## config.mk

```make
export PLATFORM = sky130hd
export DESIGN_NAME = source_line_tokenizer
export DESIGN_NICKNAME = d
export VERILOG_FILES = /design/src/hdl/slt_pkg.sv /design/src/hdl/source_line_tokenizer.sv /design/src/hdl/slt_scan.sv /design/src/hdl/slt_fifo.sv
export SDC_FILE = /design/constraint.sdc
export NUM_CORES = 1
export LEC_CHECK = 0
export ABC_AREA = 0
export BUFFER_PORTS_ARGS = -buffer_cell sky130_fd_sc_hd__buf_4
export CELL_PAD_IN_SITES_DETAIL_PLACEMENT = 0
export CELL_PAD_IN_SITES_GLOBAL_PLACEMENT = 1
export CORE_AREA = 2 2 177 179
export DETAILED_ROUTE_END_ITERATION = 12
export DIE_AREA = 0 0 179 181
export PLACE_DENSITY_LB_ADDON = 0.1
export SLEW_MARGIN = 40
export SYNTH_ARGS = -nofsm -noshare
export SYNTH_HDL_FRONTEND = slang
export SYNTH_SLANG_ARGS = --single-unit
```

## constraint.sdc

```tcl
create_clock -name clk -period 13.8 [get_ports clk]
set_input_delay 0.69 -clock clk [delete_from_list [all_inputs] [get_ports clk]]
set_output_delay 0.69 -clock clk [all_outputs]
set_load 0.01 [all_outputs]
```

## src/hdl/slt_pkg.sv

```systemverilog
// shared types, token kind codes and character class helpers
// for the source line tokenizer; no dependencies
package slt_pkg;

  localparam int unsigned COL_W    = 12;
  localparam int unsigned KW_CHARS = 8;
  localparam int unsigned KW_NUM   = 9;
  localparam logic [COL_W-1:0] COL_CAP = 12'd4095;
  localparam logic [COL_W-1:0] LEN_CAP = 12'd4095;
  localparam int unsigned FIFO_DEPTH = 4;

  localparam logic [4:0] K_END     = 5'd0;
  localparam logic [4:0] K_IDENT   = 5'd1;
  localparam logic [4:0] K_INT     = 5'd2;
  localparam logic [4:0] K_FLOAT   = 5'd3;
  localparam logic [4:0] K_STRING  = 5'd4;
  localparam logic [4:0] K_KW0     = 5'd5;
  localparam logic [4:0] K_ANDAND  = 5'd14;
  localparam logic [4:0] K_OROR    = 5'd15;
  localparam logic [4:0] K_EQEQ    = 5'd16;
  localparam logic [4:0] K_BANGEQ  = 5'd17;
  localparam logic [4:0] K_LE      = 5'd18;
  localparam logic [4:0] K_GE      = 5'd19;
  localparam logic [4:0] K_LPAREN  = 5'd20;
  localparam logic [4:0] K_RPAREN  = 5'd21;
  localparam logic [4:0] K_LBRACE  = 5'd22;
  localparam logic [4:0] K_RBRACE  = 5'd23;
  localparam logic [4:0] K_BANG    = 5'd24;
  localparam logic [4:0] K_LESS    = 5'd25;
  localparam logic [4:0] K_GREATER = 5'd26;
  localparam logic [4:0] K_ASSIGN  = 5'd27;
  localparam logic [4:0] K_SEMI    = 5'd28;
  localparam logic [4:0] K_COMMA   = 5'd29;
  localparam logic [4:0] K_PLUS    = 5'd30;
  localparam logic [4:0] K_UNKNOWN = 5'd31;

  typedef enum logic [2:0] {
    M_IDLE, M_OP, M_IDENT, M_INT, M_INT_DOT, M_FLOAT, M_STRING
  } mode_t;

  typedef struct packed {
    logic [4:0]       kind;
    logic [COL_W-1:0] start;
    logic [COL_W-1:0] len;
    logic             last;
  } res_t;

  typedef struct packed {
    logic [1:0]      n;
    res_t [2:0]      r;
  } res_batch_t;

  // keyword text, right aligned (first character in the highest used byte)
  localparam logic [63:0] KW_TEXT [KW_NUM] = '{
    64'("print"), 64'("read"), 64'("int"), 64'("str"), 64'("float"),
    64'("auto"), 64'("if"), 64'("else"), 64'("timeexec")
  };
  localparam logic [3:0] KW_LEN [KW_NUM] = '{
    4'd5, 4'd4, 4'd3, 4'd3, 4'd5, 4'd4, 4'd2, 4'd4, 4'd8
  };

  function automatic logic is_space(input logic [7:0] c);
    return (c == 8'h20) || (c >= 8'h09 && c <= 8'h0D);
  endfunction

  function automatic logic is_digit(input logic [7:0] c);
    return c >= "0" && c <= "9";
  endfunction

  function automatic logic is_alpha(input logic [7:0] c);
    return (c >= "a" && c <= "z") || (c >= "A" && c <= "Z");
  endfunction

  function automatic logic is_word(input logic [7:0] c);
    return is_alpha(c) || is_digit(c) || c == "_";
  endfunction

  // buffer holds character i in byte i
  function automatic logic [4:0] kw_kind(input logic [63:0] kbuf,
                                         input logic [COL_W-1:0] len);
    logic [4:0]  kind;
    logic [63:0] expect_buf;
    kind = K_IDENT;
    for (int k = KW_NUM - 1; k >= 0; k--) begin
      expect_buf = '0;
      for (int i = 0; i < KW_CHARS; i++) begin
        if (i < int'(KW_LEN[k]))
          expect_buf[8*i +: 8] = KW_TEXT[k][8*(int'(KW_LEN[k]) - 1 - i) +: 8];
      end
      if (len == COL_W'(KW_LEN[k]) && kbuf == expect_buf)
        kind = K_KW0 + 5'(k);
    end
    return kind;
  endfunction

endpackage

```

## src/hdl/source_line_tokenizer.sv

```systemverilog
// top level of the source line tokenizer: scanner plus result queue
// depends on slt_pkg, slt_scan, slt_fifo
//
// takes one source byte per word (in_tuser low) or an end-of-line mark
// (in_tuser high) and returns tokens as kind, start column and length.
// whitespace and line comments are skipped, block comments carry over
// lines. one word is taken per cycle: the scanner decides each word
// combinationally and writes its zero to three tokens into a four-entry
// result queue. the input is ready while the queue holds at most one
// token, so a word is held back only when the output side drains slower
// than tokens are made (at most one token leaves per cycle). names, numbers
// and lone operators are reported once the next byte arrives, or at end
// of line, which always ends with an end-of-input token (kind 0, column =
// line length) carrying tlast; tlast marks the last token of every word
module source_line_tokenizer import slt_pkg::*; (
  input  logic        clk,
  input  logic        rst_n,
  input  logic        in_tvalid,
  output logic        in_tready,
  input  logic [7:0]  in_tdata,   // char_code
  input  logic        in_tuser,   // operation: 1 = end of line
  output logic        out_tvalid,
  input  logic        out_tready,
  output logic [23:0] out_tdata,  // start_column [11:0], lexeme_length [23:12]
  output logic [4:0]  out_tuser,  // token_kind
  output logic        out_tlast   // last_of_run
);

  logic       take;
  res_batch_t batch;
  res_t       head;

  // word accepted
  assign take = in_tvalid && in_tready;

  slt_scan u_scan (
    .clk   (clk),
    .rst_n (rst_n),
    .take  (take),
    .eol   (in_tuser),
    .ch    (in_tdata),
    .batch (batch)
  );

  slt_fifo u_fifo (
    .clk       (clk),
    .rst_n     (rst_n),
    .push      (take),
    .batch     (batch),
    .pop_ready (out_tready),
    .pop_valid (out_tvalid),
    .pop_data  (head),
    .room      (in_tready)
  );

  assign out_tdata = {head.len, head.start};
  assign out_tuser = head.kind;
  assign out_tlast = head.last;

endmodule

```

## src/hdl/slt_scan.sv

```systemverilog
// scanner state and per-word token decision, up to three results per word
// depends on slt_pkg
module slt_scan import slt_pkg::*; (
  input  logic       clk,
  input  logic       rst_n,
  input  logic       take,
  input  logic       eol,
  input  logic [7:0] ch,
  output res_batch_t batch
);

  logic             blk_r, blk_nxt, lcom_r, lcom_nxt;
  mode_t            mode_r, mode_nxt;
  logic [7:0]       pend_r, pend_nxt;
  logic [COL_W-1:0] col_r, col_nxt, tstart_r, tstart_nxt, ilen_r, ilen_nxt;
  logic [63:0]      kbuf_r, kbuf_nxt;

  // outcome of scanning ch from idle
  mode_t            b_mode;
  logic             b_pend, b_emit, b_ilen_w, b_kbuf_w;
  logic [4:0]       b_kind;
  logic [COL_W-1:0] b_tstart, b_ilen;

  logic [COL_W-1:0] col_inc, len_inc1, len_inc2, dot_col;
  logic [COL_W:0]   sum2, dsum;
  logic [4:0]       ident_kind, single_kind, pair_k;

  assign col_inc  = (col_r == COL_CAP) ? COL_CAP : col_r + 1'b1;
  assign len_inc1 = (ilen_r == LEN_CAP) ? LEN_CAP : ilen_r + 1'b1;
  assign sum2     = {1'b0, ilen_r} + (COL_W+1)'(2);
  assign len_inc2 = (sum2 > {1'b0, LEN_CAP}) ? LEN_CAP : sum2[COL_W-1:0];
  assign dsum     = {1'b0, tstart_r} + {1'b0, ilen_r};
  assign dot_col  = (dsum > {1'b0, COL_CAP}) ? COL_CAP : dsum[COL_W-1:0];
  assign ident_kind = kw_kind(kbuf_r, ilen_r);

  always_comb begin
    case (pend_r)
      "!":     single_kind = K_BANG;
      "<":     single_kind = K_LESS;
      ">":     single_kind = K_GREATER;
      "=":     single_kind = K_ASSIGN;
      default: single_kind = K_UNKNOWN;
    endcase
    pair_k = K_END;
    if (pend_r == "&" && ch == "&") pair_k = K_ANDAND;
    else if (pend_r == "|" && ch == "|") pair_k = K_OROR;
    else if (ch == "=") begin
      if (pend_r == "=") pair_k = K_EQEQ;
      else if (pend_r == "!") pair_k = K_BANGEQ;
      else if (pend_r == "<") pair_k = K_LE;
      else if (pend_r == ">") pair_k = K_GE;
    end
  end

  always_comb begin
    b_mode = M_IDLE; b_pend = 1'b0; b_emit = 1'b0; b_kind = K_UNKNOWN;
    b_tstart = col_r; b_ilen_w = 1'b0; b_ilen = '0; b_kbuf_w = 1'b0;
    if (!is_space(ch)) begin
      case (ch) inside
        "/", "&", "|", "=", "!", "<", ">": begin
          b_mode = M_OP; b_pend = 1'b1;
        end
        "(": begin b_emit = 1'b1; b_kind = K_LPAREN; end
        ")": begin b_emit = 1'b1; b_kind = K_RPAREN; end
        "{": begin b_emit = 1'b1; b_kind = K_LBRACE; end
        "}": begin b_emit = 1'b1; b_kind = K_RBRACE; end
        ";": begin b_emit = 1'b1; b_kind = K_SEMI; end
        ",": begin b_emit = 1'b1; b_kind = K_COMMA; end
        "+": begin b_emit = 1'b1; b_kind = K_PLUS; end
        "\"": begin
          b_mode = M_STRING; b_tstart = col_inc; b_ilen_w = 1'b1; b_ilen = '0;
        end
        default: begin
          if (is_digit(ch)) begin
            b_mode = M_INT; b_ilen_w = 1'b1; b_ilen = COL_W'(1);
          end else if (is_alpha(ch) || ch == "_") begin
            b_mode = M_IDENT; b_ilen_w = 1'b1; b_ilen = COL_W'(1); b_kbuf_w = 1'b1;
          end else begin
            b_emit = 1'b1;
          end
        end
      endcase
    end
  end

  always_comb begin
    logic [1:0] n;
    logic       run_begin;
    n = '0;
    batch.r = '0;
    run_begin = 1'b0;
    blk_nxt = blk_r; lcom_nxt = lcom_r; mode_nxt = mode_r; pend_nxt = pend_r;
    col_nxt = col_r; tstart_nxt = tstart_r; ilen_nxt = ilen_r; kbuf_nxt = kbuf_r;
    if (eol) begin
      if (!lcom_r && !blk_r) begin
        case (mode_r)
          M_OP: begin
            batch.r[n] = '{single_kind, tstart_r, COL_W'(1), 1'b0}; n = n + 1'b1;
          end
          M_IDENT: begin
            batch.r[n] = '{ident_kind, tstart_r, ilen_r, 1'b0}; n = n + 1'b1;
          end
          M_INT: begin
            batch.r[n] = '{K_INT, tstart_r, ilen_r, 1'b0}; n = n + 1'b1;
          end
          M_INT_DOT: begin
            batch.r[n] = '{K_INT, tstart_r, ilen_r, 1'b0}; n = n + 1'b1;
            batch.r[n] = '{K_UNKNOWN, dot_col, COL_W'(1), 1'b0}; n = n + 1'b1;
          end
          M_FLOAT: begin
            batch.r[n] = '{K_FLOAT, tstart_r, ilen_r, 1'b0}; n = n + 1'b1;
          end
          M_STRING: begin
            batch.r[n] = '{K_STRING, tstart_r, ilen_r, 1'b0}; n = n + 1'b1;
          end
          default: ;
        endcase
      end
      batch.r[n] = '{K_END, col_r, '0, 1'b0}; n = n + 1'b1;
      lcom_nxt = 1'b0; mode_nxt = M_IDLE; pend_nxt = '0; col_nxt = '0; ilen_nxt = '0;
    end else begin
      col_nxt = col_inc;
      if (lcom_r) begin
        // rest of line is a comment
      end else if (blk_r) begin
        if (pend_r == "*" && ch == "/") begin
          blk_nxt = 1'b0; pend_nxt = '0;
        end else begin
          pend_nxt = (ch == "*") ? 8'("*") : 8'h00;
        end
      end else begin
        case (mode_r)
          M_OP: begin
            if (pend_r == "/" && ch == "/") begin
              lcom_nxt = 1'b1; mode_nxt = M_IDLE; pend_nxt = '0;
            end else if (pend_r == "/" && ch == "*") begin
              blk_nxt = 1'b1; mode_nxt = M_IDLE; pend_nxt = '0;
            end else if (pair_k != K_END) begin
              batch.r[n] = '{pair_k, tstart_r, COL_W'(2), 1'b0}; n = n + 1'b1;
              mode_nxt = M_IDLE; pend_nxt = '0;
            end else begin
              batch.r[n] = '{single_kind, tstart_r, COL_W'(1), 1'b0}; n = n + 1'b1;
              pend_nxt = '0;
              run_begin = 1'b1;
            end
          end
          M_IDENT: begin
            if (is_word(ch)) begin
              if (ilen_r < COL_W'(KW_CHARS)) kbuf_nxt[8*ilen_r[2:0] +: 8] = ch;
              ilen_nxt = len_inc1;
            end else begin
              batch.r[n] = '{ident_kind, tstart_r, ilen_r, 1'b0}; n = n + 1'b1;
              run_begin = 1'b1;
            end
          end
          M_INT: begin
            if (is_digit(ch)) ilen_nxt = len_inc1;
            else if (ch == ".") mode_nxt = M_INT_DOT;
            else begin
              batch.r[n] = '{K_INT, tstart_r, ilen_r, 1'b0}; n = n + 1'b1;
              run_begin = 1'b1;
            end
          end
          M_INT_DOT: begin
            if (is_digit(ch)) begin
              mode_nxt = M_FLOAT; ilen_nxt = len_inc2;
            end else begin
              batch.r[n] = '{K_INT, tstart_r, ilen_r, 1'b0}; n = n + 1'b1;
              batch.r[n] = '{K_UNKNOWN, dot_col, COL_W'(1), 1'b0}; n = n + 1'b1;
              run_begin = 1'b1;
            end
          end
          M_FLOAT: begin
            if (is_digit(ch)) ilen_nxt = len_inc1;
            else begin
              batch.r[n] = '{K_FLOAT, tstart_r, ilen_r, 1'b0}; n = n + 1'b1;
              run_begin = 1'b1;
            end
          end
          M_STRING: begin
            if (ch == "\"") begin
              batch.r[n] = '{K_STRING, tstart_r, ilen_r, 1'b0}; n = n + 1'b1;
              mode_nxt = M_IDLE;
            end else begin
              ilen_nxt = len_inc1;
            end
          end
          default: run_begin = 1'b1;
        endcase
        if (run_begin) begin
          mode_nxt = b_mode;
          if (b_pend) begin
            pend_nxt = ch; tstart_nxt = b_tstart;
          end
          if (b_ilen_w) begin
            ilen_nxt = b_ilen; tstart_nxt = b_tstart;
          end
          if (b_kbuf_w) kbuf_nxt = {56'h0, ch};
          if (b_emit && n != 2'd3) begin
            batch.r[n] = '{b_kind, col_r, COL_W'(1), 1'b0}; n = n + 1'b1;
          end
        end
      end
    end
    if (n != 2'd0) batch.r[n - 1'b1].last = 1'b1;
    batch.n = n;
  end

  always_ff @(posedge clk) begin
    if (!rst_n) begin
      blk_r <= 1'b0; lcom_r <= 1'b0; mode_r <= M_IDLE; pend_r <= '0;
      col_r <= '0; tstart_r <= '0; ilen_r <= '0; kbuf_r <= '0;
    end else if (take) begin
      blk_r <= blk_nxt; lcom_r <= lcom_nxt; mode_r <= mode_nxt; pend_r <= pend_nxt;
      col_r <= col_nxt; tstart_r <= tstart_nxt; ilen_r <= ilen_nxt; kbuf_r <= kbuf_nxt;
    end
  end

endmodule

```

## src/hdl/slt_fifo.sv

```systemverilog
// result queue: takes up to three results per cycle, hands out one
// depends on slt_pkg
module slt_fifo import slt_pkg::*; (
  input  logic       clk,
  input  logic       rst_n,
  input  logic       push,
  input  res_batch_t batch,
  input  logic       pop_ready,
  output logic       pop_valid,
  output res_t       pop_data,
  output logic       room
);

  localparam int unsigned PW = $clog2(FIFO_DEPTH);

  res_t          mem [FIFO_DEPTH];
  logic [PW-1:0] wptr_r, rptr_r;
  logic [PW:0]   count_r;
  logic          pop;
  logic [1:0]    n_in;

  assign pop_valid = count_r != '0;
  assign pop_data  = mem[rptr_r];
  assign pop       = pop_valid && pop_ready;
  assign room      = count_r < (PW+1)'(2);
  assign n_in      = push ? batch.n : 2'd0;

  always_ff @(posedge clk) begin
    for (int i = 0; i < 3; i++) begin
      if (2'(i) < n_in) mem[wptr_r + PW'(i)] <= batch.r[i];
    end
  end

  always_ff @(posedge clk) begin
    if (!rst_n) begin
      wptr_r <= '0; rptr_r <= '0; count_r <= '0;
    end else begin
      wptr_r  <= wptr_r + PW'(n_in);
      rptr_r  <= rptr_r + PW'(pop);
      count_r <= count_r + (PW+1)'(n_in) - (PW+1)'(pop);
    end
  end

endmodule

```

==> results of run 1 <==
[where the power goes]
group,internal [mW],switching [mW]
Clock,0.450,0.312
Combinational,0.195,0.254
Sequential,0.804,0.0206
[critical path, stage by stage]
cell                       delay [ns]
sky130_fd_sc_hd__buf_4           0.24
sky130_fd_sc_hd__nor4bb_1        0.43
sky130_fd_sc_hd__nand2_1         0.45
sky130_fd_sc_hd__o21ai_1         0.60
sky130_fd_sc_hd__o22ai_1         0.28
sky130_fd_sc_hd__or2_1           0.36
sky130_fd_sc_hd__ha_1            0.21
sky130_fd_sc_hd__and4b_1         0.52
sky130_fd_sc_hd__o21ai_1         0.12
sky130_fd_sc_hd__o21ai_2         0.37
sky130_fd_sc_hd__and2_1          0.68
sky130_fd_sc_hd__nand2_1         0.63
sky130_fd_sc_hd__a32o_1          0.42
[routing by layer]
metal / vias to the layer above / routed length (µm) / GRT usage, %
li1: 6776 / - / -
met1: 7143 / 21290 / 42.23
met2: 648 / 24310 / 51.86
met3: 126 / 3927 / 4.272
met4: 0 / 2190 / 13.63
met5: - / 0 / 0
[sequential cells by signal, indices dropped and copies added, names as in the netlist]
| name | flops |
|---|---|
| u_scan.blk_r | 1 |
| u_fifo.wptr_r | 2 |
| u_fifo.count_r | 3 |
| u_scan.lcom_r | 1 |
| u_fifo.mem | 120 |
| u_scan.col_r | 12 |
| u_scan.kbuf_r | 64 |
| u_scan.ilen_r | 12 |
| u_scan.tstart_r | 12 |
| u_fifo.rptr_r | 2 |
| u_scan.mode_r | 3 |
| u_scan.pend_r | 8 |
[cell type report]
| class | instances | area, µm² |
|---|---|---|
| clock inverters | 14 | 146.4 |
| well taps | 396 | 495.5 |
| multi-input cells | 1387 | 9338 |
| fillers | 2783 | 12930 |
| repair buffers | 68 | 521.8 |
| clock buffers | 38 | 810.8 |
| inverters | 26 | 97.59 |
| flip-flops and latches | 240 | 6007 |
[metrics by stage]
step / setup slack, ns / util, % / std cells
2_1_floorplan: 7.653 / - / 1795
3_3_place_gp: 7.530 / 53.81 / 2115
3_5_place_dp: 7.752 / 54.15 / 2117
4_1_cts: 8.327 / 57.30 / 2169
5_1_grt: 7.931 / 57.39 / 2169
6_report: 8.089 / 57.39 / 2169
[synth_stat cells (28+ instances only)]
master,count,area share (%)
sky130_fd_sc_hd__a21oi_1,87,2.7
sky130_fd_sc_hd__a22oi_1,74,3.5
sky130_fd_sc_hd__a32o_1,49,3.1
sky130_fd_sc_hd__and2_1,28,1.1
sky130_fd_sc_hd__and3_1,30,1.2
sky130_fd_sc_hd__clkbuf_1,96,2.3
sky130_fd_sc_hd__dfxtp_1,120,15
sky130_fd_sc_hd__edfxtp_1,120,23
sky130_fd_sc_hd__ha_1,33,2.6
sky130_fd_sc_hd__mux4_2,30,4.2
sky130_fd_sc_hd__nand2_1,195,4.6
sky130_fd_sc_hd__nand3_1,58,1.8
sky130_fd_sc_hd__nand4_1,32,1.3
sky130_fd_sc_hd__nor2_1,172,4.1
sky130_fd_sc_hd__nor2b_1,85,3.3
sky130_fd_sc_hd__nor3_1,30,0.94
sky130_fd_sc_hd__o21ai_0,77,2.4
[path summary, 6_finish.rpt]
check	start	slack (ns)	endpoint	cells past startpoint
setup / recovery	in_tdata[4]	8.09	u_fifo.mem[0][14]$_DFFE_PP_	13
hold / removal	u_scan.kbuf_r[7]$_SDFFE_PN0P_	0.46	u_scan.kbuf_r[7]$_SDFFE_PN0P_	2
setup reg to reg	u_scan.mode_r[2]$_SDFFE_PN0P_	8.57	u_fifo.mem[0][14]$_DFFE_PP_	10
hold reg to reg	u_scan.kbuf_r[7]$_SDFFE_PN0P_	0.46	u_scan.kbuf_r[7]$_SDFFE_PN0P_	2
[logic make-up after synthesis]
| kind of cell | share of synthesized area (%) |
|---|---|
| compound gates | 22.46 |
| xor+xnor | 0.9890 |
| fa+ha+maj | 2.904 |
| buf+inv | 4.560 |
| flops | 37.68 |
| mux | 5.816 |
| simple gates | 25.59 |
==> results.toml, run 1 <==
[outcome]
run_status = "complete, no violations"

[floorplanning]
std_cell_rows = 64
design.die.area_mm2 = 0.03240
floorplan_die_height_um = 181
dieWidth_um = 179
start_util_pct = 52.52
core_area_mm2 = 0.03035
pin_count = 45

[route]
drcViolationCount = 0
ant_nets = 0
drt-initial-drc-count = 1752
post_drt_wl_per_cell_um = 23.84
drtPass1Iterations = 6
route.vias.total = 14693
routed_wl_um = 51720
vias_per_cell = 6.774

[timing]
hold_ws_ns = 0.4590
tightest_slew_ns = 0.8747
final_period_minus_worst_setup_slack_ns = 5.711
fmax_ghz = 0.1751
max_slew_margin_pct = 41.29
rsz0062_at_grt = "no"
fin_tns_setup_ns = 0
post-route-period-util_pct = 41.39
final_hold_viol_count = 0
finalClockSkew_ns = 0.02043
maxSlewViolCount = 0
setup_violations = 0

[clock_network]
post-cts-setup-buffers = 0
cts_hold_buffers = 0
cts-htree-levels = 1
worst_skew_pair_latency_ns = 0.57
clk_pin_slew_worst_paths_ns = 0.06
clkSinkCount = 240
tritoncts.num_buffers = 28
clock_tree.buffer_depth = 3
cts_root_buffer = "sky130_fd_sc_hd__clkbuf_16"
ctsResizeCount = 0
cts_tree = "done"

[layout]
design.final.nets = 1799
most_frequent_cells_in_the_layout = "sky130_fd_sc_hd__nand2_1 (191), sky130_fd_sc_hd__nor2_1 (172), sky130_fd_sc_hd__edfxtp_1 (120)"
insertedDiodeCount = 0
final_design_area_no_fill_mm2 = 0.01742
syn_to_final_growth_pct = 9.262
drive_gt1_share_pct = 11.73
layout.cells.most_common = "sky130_fd_sc_hd__nand2_1"

[global_route]
globalRoute.totalOverflow = 0
track_usage_pct = 31.83
antenna_violations_before_repair = 0
grt_pass1_wl_um = 81120
grt_pass1_vias = 14284
maximum_number_of_pins_on_one_net_before_global_route_repair = 122

[logic_synthesis]
yosys_most_used_dff = "sky130_fd_sc_hd__edfxtp_1"
synth_edf_count = 120
yosysWarningCount = 0
yosysSeqAreaShare_pct = 37.68
netlist-cell-type-count = 95
syn_area_per_cell_um2 = 8.880
synth_nets = 1843
mapped_area_mm2 = 0.01594
postSynth.asyncResetShare_pct = 0
synthesis.instances = 1795
synth-seq-cells = 240

[placed_design]
place_hpwl_um = 35940
placedInstanceArea_mm2 = 0.01643
port-buffer-count = 44
gp_congestion = 0.9283

[setup_path]
path_max_fanout = 19
crit_arrival_ns = 6.02
required_ns = 14.11
critPathLaunchType = "input pin"
worst-setup-path-type = "in2reg"
end_kind = "register"

[power_and_ir_drop]
total_leakage_power_nw = 6.090
power_per_cell_area_mw_per_mm2 = 116.8
overall_power_consumption_mw = 2.035
maximum_vdd_drop_mv = 0.09216

[min_path]
hold_path_class = "reg2reg"

[job]
timing.max_cap.violations = 0
(Power assumes the default switching activity.)
==> run 2: changes to the inputs <==
- ABC_AREA: 0 -> 1
- CORE_AREA: 2 2 177 179 -> 2 2 209 211
- DIE_AREA: 0 0 179 181 -> 0 0 211 213
- clock period: 13.8 -> 5.2 ns (I/O delays scaled with it)
==> run 2 against run 1 <==
Effect of this change: synthesized cell count grew 51%; sequential share of layout area fell by 3.3 points; synthesized area is 11% higher; via count is 25% higher; largest cell class unchanged; largest power group is now combinational cells; highest routed layer is now met5.
==> results.toml, run 2 <==
[timing]
final_period_minus_worst_setup_slack_ns = 4.186
post-route-period-util_pct = 80.51
final_hold_viol_count = 0
fmax_ghz = 0.2389
maxSlewViolCount = 0
rsz0062_at_grt = "no"
finalClockSkew_ns = 0.03664
setup_ws_ns = 1.014
fin_tns_setup_ns = 0
tightest_slew_ns = 0.8335
max_slew_margin_pct = 44.43
setup_violations = 0

[route]
vias_per_cell = 5.642
drt-initial-drc-count = 1815
routed_wl_um = 65130
post_drt_wl_per_cell_um = 20.04
ant_nets = 0
route.vias.total = 18336
drcViolationCount = 0
drtPass1Iterations = 5

[logic_synthesis]
yosys-top-cells-area = "sky130_fd_sc_hd__edfxtp_1 (20%), sky130_fd_sc_hd__nand2_1 (17%), sky130_fd_sc_hd__dfxtp_1 (14%), sky130_fd_sc_hd__nor2_1 (7.6%), sky130_fd_sc_hd__nand3_1 (6.3%)"
synth_nets = 2756
synth-seq-cells = 240
syn_area_per_cell_um2 = 6.561
yosys_most_used_dff = "sky130_fd_sc_hd__edfxtp_1"
yosysWarningCount = 0
netlist-cell-type-count = 55
mapped_area_mm2 = 0.01777
yosysTopAreaCellShare_pct = 20.28
synthTopCellsByCount = "sky130_fd_sc_hd__nand2_1 (802), sky130_fd_sc_hd__nor2_1 (362), sky130_fd_sc_hd__nand3_1 (224)"
synth_top_area_cell = "sky130_fd_sc_hd__edfxtp_1"
synthesis.instances = 2708
synth_edf_count = 120
yosysSeqAreaShare_pct = 33.80
yosysMostFrequentCell = "sky130_fd_sc_hd__nand2_1"
postSynth.asyncResetShare_pct = 0

[global_route]
grt_pass1_vias = 16915
grt_pass1_wl_um = 101800
globalRoute.totalOverflow = 0
track_usage_pct = 29.00
maximum_number_of_pins_on_one_net_before_global_route_repair = 62
antenna_violations_before_repair = 1

[clock_network]
clkSinkCount = 240
clock_tree.buffer_depth = 3
clk_pin_slew_worst_paths_ns = 0.06
tritoncts.num_buffers = 29
cts_tree = "done"
cts-htree-levels = 1
cts_root_buffer = "sky130_fd_sc_hd__clkbuf_16"
post-cts-setup-buffers = 0
worst_skew_pair_latency_ns = 0.58
cts_hold_buffers = 0
ctsResizeCount = 0

[setup_path]
path_max_fanout = 30
critPathLaunchType = "register"
worst_path_largest_cell_delay_ns = 0.45
end_kind = "register"
crit_arrival_ns = 4.37
crit_slowest_cell = "sky130_fd_sc_hd__buf_4"
critical_path.startpoint = "u_scan.pend_r[5]$_SDFFE_PN0P_"
worst-setup-path-type = "reg2reg"
regToRegStartpoint = "u_scan.pend_r[5]$_SDFFE_PN0P_"
worstRegToRegCells = 20
crit_path_cell_trace = "inv_1 > nor2_1 > nand2_1 > nor2_1 > nand2_1 > nand3_2 > nand2_1 > nor2_2 > inv_1 > ha_1 > inv_1 > nand4_1 > nor2_2 > nand2_2 > nand2_2 > nand3_4 > nand2_8 > nand4_4 > nand3_1 > buf_4"
required_ns = 5.38

[power_and_ir_drop]
netSwitchingFraction_pct = 42.88
clkPwrFrac_pct = 25.2
power_frac_seq_pct = 31.7
internal-power_mw = 4.563
total_leakage_power_nw = 7.991
maximum_vdd_drop_mv = 0.2579
switch_pwr_mw = 3.425
power_per_cell_area_mw_per_mm2 = 414.4
p_comb_share_pct = 43.1

[floorplanning]
dieWidth_um = 211
floorplan_die_height_um = 213
design.die.area_mm2 = 0.04494
pin_count = 45
start_util_pct = 41.62
std_cell_rows = 76
core_area_mm2 = 0.04270

[layout]
finalCoreUtilization_pct = 45.15
largest_reg_flops = 120
layout.cells.non_filler = 3250
layout.cells.most_common = "sky130_fd_sc_hd__nand2_1"
most_frequent_cells_in_the_layout = "sky130_fd_sc_hd__nand2_1 (801), sky130_fd_sc_hd__nor2_1 (362), sky130_fd_sc_hd__nand3_1 (224)"
registers.top_by_ff_count = "u_fifo.mem"
final.fill_count = 4489
drive_gt1_share_pct = 8.691
insertedDiodeCount = 0
final_design_area_no_fill_mm2 = 0.01928
syn_to_final_growth_pct = 8.499
design.final.nets = 2730
largest_registers = "u_fifo.mem: 120 flops, u_scan.kbuf_r: 64 flops"

[placed_design]
place_worst_setup_slack_ns = 0.9123
place_hpwl_um = 49060
numPlacedInstances = 3197
gp_congestion = 0.9787
placedInstanceArea_mm2 = 0.01833
port-buffer-count = 44

[min_path]
holdPathStages = 3
worst_hold_startpoint = "in_tdata[6]"
hold_path_class = "in2reg"

[job]
timing.max_cap.violations = 0

[outcome]
run_status = "complete, no violations"
[run 2: final cells by class]
type | count | area, µm² | share of cell area [%]
multi-input cells | 2100 | 10190 | 52.85
flip-flops and latches | 240 | 6007 | 31.16
inverters | 235 | 882.1 | 4.576
clock buffers | 38 | 809.5 | 4.199
well taps | 546 | 683.2 | 3.544
repair buffers | 76 | 570.5 | 2.959
clock inverters | 15 | 137.6 | 0.7139
[run 2: cell families after synthesis]
group,after synthesis,share of synthesized area [%]
AND/OR/NAND/NOR,1564,38.17
buffers and inverters,368,8.971
AO/OA/AOI/OAI,478,15.38
flip-flops,240,33.80
adder cells (fa/ha/maj),35,2.549
XOR/XNOR,23,1.134
[run 2: critical path, delay by kind of cell, from the launching register on]
family | cells | cell delay [ns]
buffers and inverters | 4 | 0.68
flip-flops | 1 | 0.36
AND/OR/NAND/NOR | 15 | 2.57
adder cells (fa/ha/maj) | 1 | 0.19
[run 2: power by group through the flow]
stage                     Combinational [mW]  Sequential, mW  Clock (mW)
after floorplan                         2.35            2.52           0
after global placement                  3.40            2.56           0
after detailed placement                3.41            2.57           0
after CTS                               3.42            2.53        2.05
after global routing                    3.80            2.56        2.12
final                                   3.44            2.53        2.01
[run 2: worst paths after layout]
kind	endpoint	slack, ns
worst max-delay path	u_fifo.mem[0][27]$_DFFE_PP_	1.01
worst min-delay path	u_scan.kbuf_r[6]$_SDFFE_PN0P_	0.05
worst max register to register	u_fifo.mem[0][27]$_DFFE_PP_	1.01
worst min register to register	u_scan.kbuf_r[33]$_SDFFE_PN0P_	0.47
[run 2: layer usage]
| layer | routed length, µm | vias up | global-route usage, % |
|---|---|---|---|
| li1 | - | 8972 | - |
| met1 | 30530 | 8547 | 42.34 |
| met2 | 28400 | 710 | 44.96 |
| met3 | 4397 | 105 | 4.074 |
| met4 | 1785 | 2 | 7.334 |
| met5 | 13 | - | 0 |
[run 2: stage by stage]
stage	power [mW]	hold WS [ns]
after floorplan	4.866	0.3983
after global placement	5.962	0.4549
after detailed placement	5.981	0.4630
after CTS	8.001	0.02237
after global routing	8.474	0.05308
final	7.988	0.04878
